<file path="src/hdl/ste_pkg.sv">
// Shared types, constants and helpers for the system-register trap emulator.
// Used by ste_ctrl, ste_datapath and the top level; depends on nothing else.
package ste_pkg;

  localparam int TABLE_ENTRIES_DEF = 32;
  localparam int KEY_W             = 16;
  localparam int VALUE_W           = 64;
  localparam int CLASS_W           = 6;
  localparam int INSTR_W           = 32;
  localparam int REG_W             = 5;

  localparam logic [INSTR_W-1:0] SYS_MASK     = 32'hFFC0_0000;
  localparam logic [INSTR_W-1:0] SYS_MATCH    = 32'hD500_0000;
  localparam logic [INSTR_W-1:0] MOVE_MASK    = 32'hFFF0_0000;
  localparam logic [INSTR_W-1:0] MOVE_WRITE   = 32'hD510_0000;
  localparam logic [INSTR_W-1:0] MOVE_READ    = 32'hD530_0000;
  localparam logic [REG_W-1:0]   ZERO_REG     = 5'h1F;
  localparam logic [CLASS_W-1:0] CLASS_HANDLE = 6'h00;
  localparam logic [VALUE_W-1:0] INSTR_BYTES  = 64'd4;

  typedef struct packed {
    logic [CLASS_W-1:0] exception_class;
    logic [INSTR_W-1:0] instruction;
    logic [VALUE_W-1:0] source_value;
    logic [VALUE_W-1:0] return_address;
  } item_t;

  typedef struct packed {
    logic               handled;
    logic               writes_register;
    logic [REG_W-1:0]   dest_register;
    logic [VALUE_W-1:0] read_value;
    logic               table_full;
    logic [VALUE_W-1:0] resume_address;
  } result_t;

  typedef enum logic [1:0] {
    OP_REFUSE,
    OP_OTHER,
    OP_WRITE,
    OP_READ
  } op_t;

  typedef enum logic [2:0] {
    S_IDLE,
    S_DECODE,
    S_SCAN,
    S_CAPTURE,
    S_FINISH
  } state_t;

  typedef struct packed {
    logic load;
    logic scan_step;
    logic hit_write;
    logic capture;
    logic append;
    logic set_full;
    logic out_load;
  } cmd_t;

  typedef struct packed {
    op_t  op;
    logic match;
    logic scan_done;
    logic room;
    logic out_free;
  } status_t;

  function automatic logic [KEY_W-1:0] pack_key(input logic [INSTR_W-1:0] word);
    return {word[20:19], word[18:16], word[15:12], word[11:8], word[7:5]};
  endfunction

endpackage

</file>
<file path="src/hdl/ste_ram.sv">
// Generic single-write, single-read RAM with registered read data.
// Standalone; no package dependency.
module ste_ram #(
  parameter int  WIDTH  = 16,
  parameter int  DEPTH  = 32,
  localparam int ADDR_W = (DEPTH > 1) ? $clog2(DEPTH) : 1
) (
  input  logic              clk,
  input  logic              we,
  input  logic [ADDR_W-1:0] waddr,
  input  logic [WIDTH-1:0]  wdata,
  input  logic [ADDR_W-1:0] raddr,
  output logic [WIDTH-1:0]  rdata
);

  logic [WIDTH-1:0] mem [DEPTH];

  always_ff @(posedge clk) begin
    if (we) begin
      mem[waddr] <= wdata;
    end
    rdata <= mem[raddr];
  end

endmodule

</file>
<file path="src/hdl/ste_ctrl.sv">
// Controller state machine: sequences decode, table scan, update and result load.
// Depends on ste_pkg.
module ste_ctrl (
  input  logic              clk,
  input  logic              rst,
  input  logic              in_valid,
  output logic              in_ready,
  input  ste_pkg::status_t  status,
  output ste_pkg::cmd_t     cmd
);
  import ste_pkg::*;

  state_t state, state_next;

  always_ff @(posedge clk) begin
    if (rst) begin
      state <= S_IDLE;
    end else begin
      state <= state_next;
    end
  end

  always_comb begin
    state_next = state;
    case (state)
      S_IDLE: begin
        if (in_valid) state_next = S_DECODE;
      end
      S_DECODE: begin
        if (status.op == OP_WRITE || status.op == OP_READ) begin
          state_next = S_SCAN;
        end else begin
          state_next = S_FINISH;
        end
      end
      S_SCAN: begin
        if (status.match && status.op == OP_READ) begin
          state_next = S_CAPTURE;
        end else if (status.match || status.scan_done) begin
          state_next = S_FINISH;
        end
      end
      S_CAPTURE: state_next = S_FINISH;
      S_FINISH: begin
        if (status.out_free) state_next = S_IDLE;
      end
      default: state_next = S_IDLE;
    endcase
  end

  always_comb begin
    cmd      = '0;
    in_ready = 1'b0;
    case (state)
      S_IDLE: begin
        in_ready = 1'b1;
        cmd.load = in_valid;
      end
      S_DECODE: ;
      S_SCAN: begin
        if (status.match) begin
          cmd.hit_write = (status.op == OP_WRITE);
        end else if (status.scan_done) begin
          if (status.op == OP_WRITE) begin
            cmd.append   = status.room;
            cmd.set_full = !status.room;
          end
        end else begin
          cmd.scan_step = 1'b1;
        end
      end
      S_CAPTURE: cmd.capture = 1'b1;
      S_FINISH:  cmd.out_load = status.out_free;
      default: ;
    endcase
  end

endmodule

</file>
<file path="src/hdl/ste_datapath.sv">
// Datapath: item register, key/value table RAMs, scan counter and result register.
// Depends on ste_pkg and ste_ram.
module ste_datapath #(
  parameter int TABLE_ENTRIES = ste_pkg::TABLE_ENTRIES_DEF
) (
  input  logic              clk,
  input  logic              rst,
  input  ste_pkg::item_t    in_word,
  output ste_pkg::result_t  out_word,
  output logic              out_valid,
  input  logic              out_ready,
  input  ste_pkg::cmd_t     cmd,
  output ste_pkg::status_t  status
);
  import ste_pkg::*;

  localparam int IDX_W = (TABLE_ENTRIES > 1) ? $clog2(TABLE_ENTRIES) : 1;
  localparam int CNT_W = $clog2(TABLE_ENTRIES + 1);
  localparam logic [CNT_W-1:0] LIMIT = CNT_W'(TABLE_ENTRIES);

  item_t              item;
  logic [CNT_W-1:0]   idx;
  logic [CNT_W-1:0]   count;
  logic [IDX_W-1:0]   slot;
  logic               pend;
  logic [VALUE_W-1:0] rdval;
  logic               full;
  op_t                op;
  logic [KEY_W-1:0]   key;
  logic [KEY_W-1:0]   key_rdata;
  logic [VALUE_W-1:0] value_rdata;
  logic [VALUE_W-1:0] wval;
  logic [REG_W-1:0]   rt;
  logic               room;
  logic               key_we;
  logic               value_we;
  logic [IDX_W-1:0]   value_waddr;
  result_t            result;

  assign rt   = item.instruction[REG_W-1:0];
  assign key  = pack_key(item.instruction);
  assign wval = (rt == ZERO_REG) ? '0 : item.source_value;
  assign room = (count < LIMIT);

  always_comb begin
    if (item.exception_class != CLASS_HANDLE ||
        (item.instruction & SYS_MASK) != SYS_MATCH) begin
      op = OP_REFUSE;
    end else if ((item.instruction & MOVE_MASK) == MOVE_WRITE) begin
      op = OP_WRITE;
    end else if ((item.instruction & MOVE_MASK) == MOVE_READ) begin
      op = OP_READ;
    end else begin
      op = OP_OTHER;
    end
  end

  assign key_we      = cmd.append && room;
  assign value_we    = cmd.hit_write || key_we;
  assign value_waddr = cmd.hit_write ? slot : count[IDX_W-1:0];

  ste_ram #(.WIDTH(KEY_W), .DEPTH(TABLE_ENTRIES)) u_key_ram (
    .clk   (clk),
    .we    (key_we),
    .waddr (count[IDX_W-1:0]),
    .wdata (key),
    .raddr (idx[IDX_W-1:0]),
    .rdata (key_rdata)
  );

  ste_ram #(.WIDTH(VALUE_W), .DEPTH(TABLE_ENTRIES)) u_value_ram (
    .clk   (clk),
    .we    (value_we),
    .waddr (value_waddr),
    .wdata (wval),
    .raddr (slot),
    .rdata (value_rdata)
  );

  assign status.op        = op;
  assign status.match     = pend && (key_rdata == key);
  assign status.scan_done = (idx == count);
  assign status.room      = room;
  assign status.out_free  = !out_valid || out_ready;

  always_ff @(posedge clk) begin
    if (rst) begin
      count     <= '0;
      pend      <= 1'b0;
      out_valid <= 1'b0;
    end else begin
      if (key_we) begin
        count <= count + CNT_W'(1);
      end
      if (cmd.load) begin
        pend <= 1'b0;
      end else if (cmd.scan_step) begin
        pend <= (idx < count);
      end
      if (cmd.out_load) begin
        out_valid <= 1'b1;
      end else if (out_ready) begin
        out_valid <= 1'b0;
      end
    end
  end

  always_ff @(posedge clk) begin
    if (cmd.load) begin
      item  <= in_word;
      idx   <= '0;
      rdval <= '0;
      full  <= 1'b0;
    end else begin
      if (cmd.scan_step && idx < count) begin
        slot <= idx[IDX_W-1:0];
        idx  <= idx + CNT_W'(1);
      end
      if (cmd.capture) begin
        rdval <= value_rdata;
      end
      if (cmd.set_full) begin
        full <= 1'b1;
      end
    end
  end

  always_comb begin
    result = '0;
    if (op != OP_REFUSE) begin
      result.handled        = 1'b1;
      result.table_full     = full;
      result.resume_address = item.return_address + INSTR_BYTES;
      if (op == OP_READ && rt != ZERO_REG) begin
        result.writes_register = 1'b1;
        result.dest_register   = rt;
        result.read_value      = rdval;
      end
    end
  end

  always_ff @(posedge clk) begin
    if (cmd.out_load) begin
      out_word <= result;
    end
  end

endmodule

</file>
<file path="src/hdl/sysreg_trap_emulator_unit.sv">
// Top level of the system-register trap emulator: controller plus datapath.
// Depends on ste_pkg, ste_ctrl, ste_datapath and ste_ram.
//
// Emulates trapped system-register moves against an associative table of
// TABLE_ENTRIES key/value pairs held in two RAMs. One word is processed at a
// time. A refused or non-move word passes from DECODE straight to FINISH. A
// move scans the key RAM one entry per cycle over the N stored entries (up
// to TABLE_ENTRIES); a miss goes on to FINISH once all N are examined. A hit
// stops the scan at the matching entry: a write goes on to FINISH, while a
// read first passes through CAPTURE for the value RAM read.
// The result sits in an output register, so the next word is accepted while a
// finished result waits; only a second finished result stalls until the first
// is taken. The table needs no clearing after reset: only entries below the
// fill count are ever examined.
module sysreg_trap_emulator_unit #(
  parameter int TABLE_ENTRIES = ste_pkg::TABLE_ENTRIES_DEF
) (
  input  logic              clk,
  input  logic              rst,
  input  logic              in_valid,
  output logic              in_ready,
  input  ste_pkg::item_t    in_word,
  output logic              out_valid,
  input  logic              out_ready,
  output ste_pkg::result_t  out_word
);
  import ste_pkg::*;

  cmd_t    cmd;
  status_t status;

  ste_ctrl u_ctrl (
    .clk      (clk),
    .rst      (rst),
    .in_valid (in_valid),
    .in_ready (in_ready),
    .status   (status),
    .cmd      (cmd)
  );

  ste_datapath #(.TABLE_ENTRIES(TABLE_ENTRIES)) u_datapath (
    .clk       (clk),
    .rst       (rst),
    .in_word   (in_word),
    .out_word  (out_word),
    .out_valid (out_valid),
    .out_ready (out_ready),
    .cmd       (cmd),
    .status    (status)
  );

endmodule
</file>
<file path="config.mk">
export PLATFORM = sky130hd
export DESIGN_NAME = sysreg_trap_emulator_unit
export DESIGN_NICKNAME = d
export VERILOG_FILES = /design/src/hdl/ste_pkg.sv /design/src/hdl/ste_ram.sv /design/src/hdl/ste_ctrl.sv /design/src/hdl/ste_datapath.sv /design/src/hdl/sysreg_trap_emulator_unit.sv
export SDC_FILE = /design/constraint.sdc
export NUM_CORES = 2
export LEC_CHECK = 0
export ABC_AREA = 1
export BUFFER_PORTS_ARGS = -buffer_cell sky130_fd_sc_hd__buf_4
export CORE_MARGIN = 4
export CORE_UTILIZATION = 35
export CTS_CLUSTER_DIAMETER = 50
export DETAILED_ROUTE_END_ITERATION = 7
export SETUP_SLACK_MARGIN = 0.5
export SLEW_MARGIN = 20
export SYNTH_ARGS = -nofsm -noshare
export SYNTH_HDL_FRONTEND = slang
export SYNTH_SLANG_ARGS = --single-unit
</file>
<file path="constraint.sdc">
create_clock -name clk -period 7.05 [get_ports clk]
set_input_delay 0.705 -clock clk [delete_from_list [all_inputs] [get_ports clk]]
set_output_delay 0.705 -clock clk [all_outputs]
set_load 0.01 [all_outputs]
</file>
==> metrics.txt <==
top cells by area, synth=edfxtp_1, o21ai_0, nor2_1, o22ai_1, dfxtp_1; crit-path cells=inv_6, ha_1, nand3_1, inv_1, nand3_1, nor2_2, inv_2, nand2_1, nand3_2, nor2_4, buf_12; DR DRC count=0; Buf/Inv on CP=4; initial antenna violation count=9; DR iter-0 viols=9464; drt wl/cell=24.5 um; share of the synthesized area in the top cell type=73.5%; Post-Syn Nets=9242; Worst Setup Path Type=reg2reg; HP Class=in2reg; synth cell count leaders=edfxtp_1, nor2_1, o21ai_0; clock buffer depth=4; setup tns final=0 ns; GPL Wtd Cong=0.904; Main synth FF type=edfxtp_1; layout cells sized above 1=12.1%; Antenna Nets Post-Route=0; row cnt=212; Final HPWL DP=194000 um; CP Max Fanout=113; final core utilization=41.6%; clock-pin slew on the worst setup and hold paths=0.06 ns; largest area contributor in the netlist=edfxtp_1; fin crit share=73.2%; Synth Cell Area=117000 um2; Lkg Pwr=45.7 nW; Port Buffers=307; WL final=348000 um; CP Capture Type=flop; Layout fillers=30.3k; # setup viols final=0; initial core utilization=35.2%; Area growth syn-to-layout=18.4%; clock skew=0.0883 ns; Max transition margin=23.9%; Ports=308; number of global-route vias before repair=75.0k; core region area=333000 um2; vias=77.8k; syn avg cell area=12.9 um2; min Tclk post-route=5.16 ns; router iterations before antenna repair=6; Die H=587 um; register bit total from synthesis=3029; Die W=587 um; Post-synth ARST share=0%; RSZ-0062 raised after global routing=no; CTS tree=done; die area=344000 um2; VDD IR max=0.225 mV; Unique masters post-synth=43; CTS H-tree lvls=5; YS warnings=0; Slowest Stage Delay on Critical Path=0.90 ns; Seq/Total Area, Yosys=76.2%; MaxCap Viol Count=0; most frequent CP cell=nand3_1; crit path DAT=5.68 ns; Final Hold Viols=0; CTS root buf=clkbuf_16; Worst-Margin Slew=1.14 ns; Achievable Freq=194 MHz; worst endpoint required time=7.57 ns; outcome=completed; Final Net Count=9699; Top delay family on crit path=simple AND/OR/NAND/NOR gates; clk_lat worst skew=0.95 ns; Cells after Synth=9060; fin. max-slew vios=0; slowest CP cell=nor2_4; first-pass GRT wire length=508000 um; GRT Total Usage=19.3%; top-count cell post-synth=edfxtp_1; PwrDens=282 nW/um2; Avg Vias per Cell=5.48; Clock Sinks=3029; Num CTS Buffers=357; EDFF count, synth=2867; total grt overflow=0; largest net degree at the start of global routing=163; CP Launch Type=flop
[metal layers]
| layer | vias to the layer above | global-route usage [%] | share of wire (%) |
|---|---|---|---|
| li1 | 34200 | - | - |
| met1 | 39100 | 27.9 | 42 |
| met2 | 3903 | 30.0 | 45 |
| met3 | 581 | 3.51 | 9.6 |
| met4 | 0 | 5.60 | 2.8 |
| met5 | - | 0 | 0 |
[final cells by class]
cell class | count | area [um2] | share of cell area [%]
repair buffers | 682 | 6040 | 4.36
clock inverters | 196 | 2060 | 1.49
clock buffers | 468 | 9660 | 6.96
inverters | 309 | 1210 | 0.871
multi-input cells | 5138 | 24900 | 17.9
flip-flops and latches | 3029 | 89300 | 64.4
well taps | 4387 | 5490 | 3.96
diodes | 6 | 15.0 | 0.0108
[flip-flops by register name, summed over array words and instances (netlist names), 3 cells and up]
register and cells:
u_ctrl.state 3, u_datapath.count 6, u_datapath.idx 6, u_datapath.item 166, u_datapath.out_word 136, u_datapath.rdval 64
u_datapath.slot 5, u_datapath.u_key_ram.mem 512, u_datapath.u_key_ram.rdata 16, u_datapath.u_value_ram.mem 2048, u_datapath.u_value_ram.rdata 64
[report_power, final]
part	internal, mW	leakage, nW	total (mW)	switching [mW]
Clock	10.6	5.68	18.2	7.55
Combinational	0.235	12.8	0.886	0.651
Sequential	19.9	27.2	20.0	0.0814
[worst reg2reg max path, stage by stage, from the launching register on]
cell	delay, ns
dfxtp_4	0.87
inv_6	0.54
ha_1	0.50
nand3_1	0.16
inv_1	0.12
nand3_1	0.10
nor2_2	0.35
inv_2	0.10
nand2_1	0.17
nand3_2	0.42
nor2_4	0.90
buf_12	0.43
[path summary, 6_finish.rpt]
check,startpoint,end,slack [ns],depth (start not counted)
worst max-delay path,u_datapath.idx[0],u_datapath.u_value_ram.mem[26][58],1.89,11
worst min-delay path,out_ready,u_datapath.out_valid,0.21,4
worst max register to register,u_datapath.idx[0],u_datapath.u_value_ram.mem[26][58],1.89,11
worst min register to register,u_datapath.rdval[16],u_datapath.rdval[16],0.46,2
[kinds of logic after synthesis]
| logic type | count (synthesis) | synth area share [%] |
|---|---|---|
| adders and majority gates | 12 | 0.128 |
| and+or+nand+nor | 2644 | 9.01 |
| buffers and inverters | 893 | 2.99 |
| AOI/OAI and AO/OA | 2475 | 11.6 |
| DFF | 3029 | 76.2 |
| xor gates and xnor gates | 7 | 0.0523 |
[stage by stage]
stage | cell area, um2 | instances | total power [mW] | hold WS, ns | setup WS (ns)
floorplan | 117000 | 9060 | 20.7 | 0.430 | 1.71
global placement | 125000 | 13400 | 21.2 | 0.442 | 2.16
detailed placement | 125000 | 13400 | 21.2 | 0.447 | 2.07
CTS | 139000 | 14200 | 39.4 | 0.111 | 1.96
global route | 139000 | 14200 | 40.2 | 0.193 | 1.73
finish | 139000 | 14200 | 39.1 | 0.207 | 1.89
[placed cells by master (no fill, tap or decap), types with 32 or more instances in the layout]
cell type,Yosys,routed
a21oi_1,122,122
buf_12,0,37
buf_4,8,473
clkbuf_1,440,88
clkbuf_16,0,364
clkinv_1,4,51
clkinv_2,0,43
dfxtp_1,162,159
dlygate4sd3_1,0,167
edfxtp_1,2867,2867
inv_1,296,291
nand2_1,553,551
nand3_1,191,191
nand4_1,38,38
nor2_1,1776,1693
nor2_2,8,34
nor2_4,7,64
nor3_1,34,32
o21ai_0,1507,1507
o21ai_1,83,83
o221ai_1,83,83
o22ai_1,639,639
[timing repair]
| item | 4_1_cts | 5_1_grt |
|---|---|---|
| endpoints found under the hold margin | 172 | 0 |
| hold buffers | 167 | 0 |
| resized for setup | 0 | 0 |
| buffers inserted | 0 | 0 |
No activity file was read; power rests on OpenSTA's default activity.
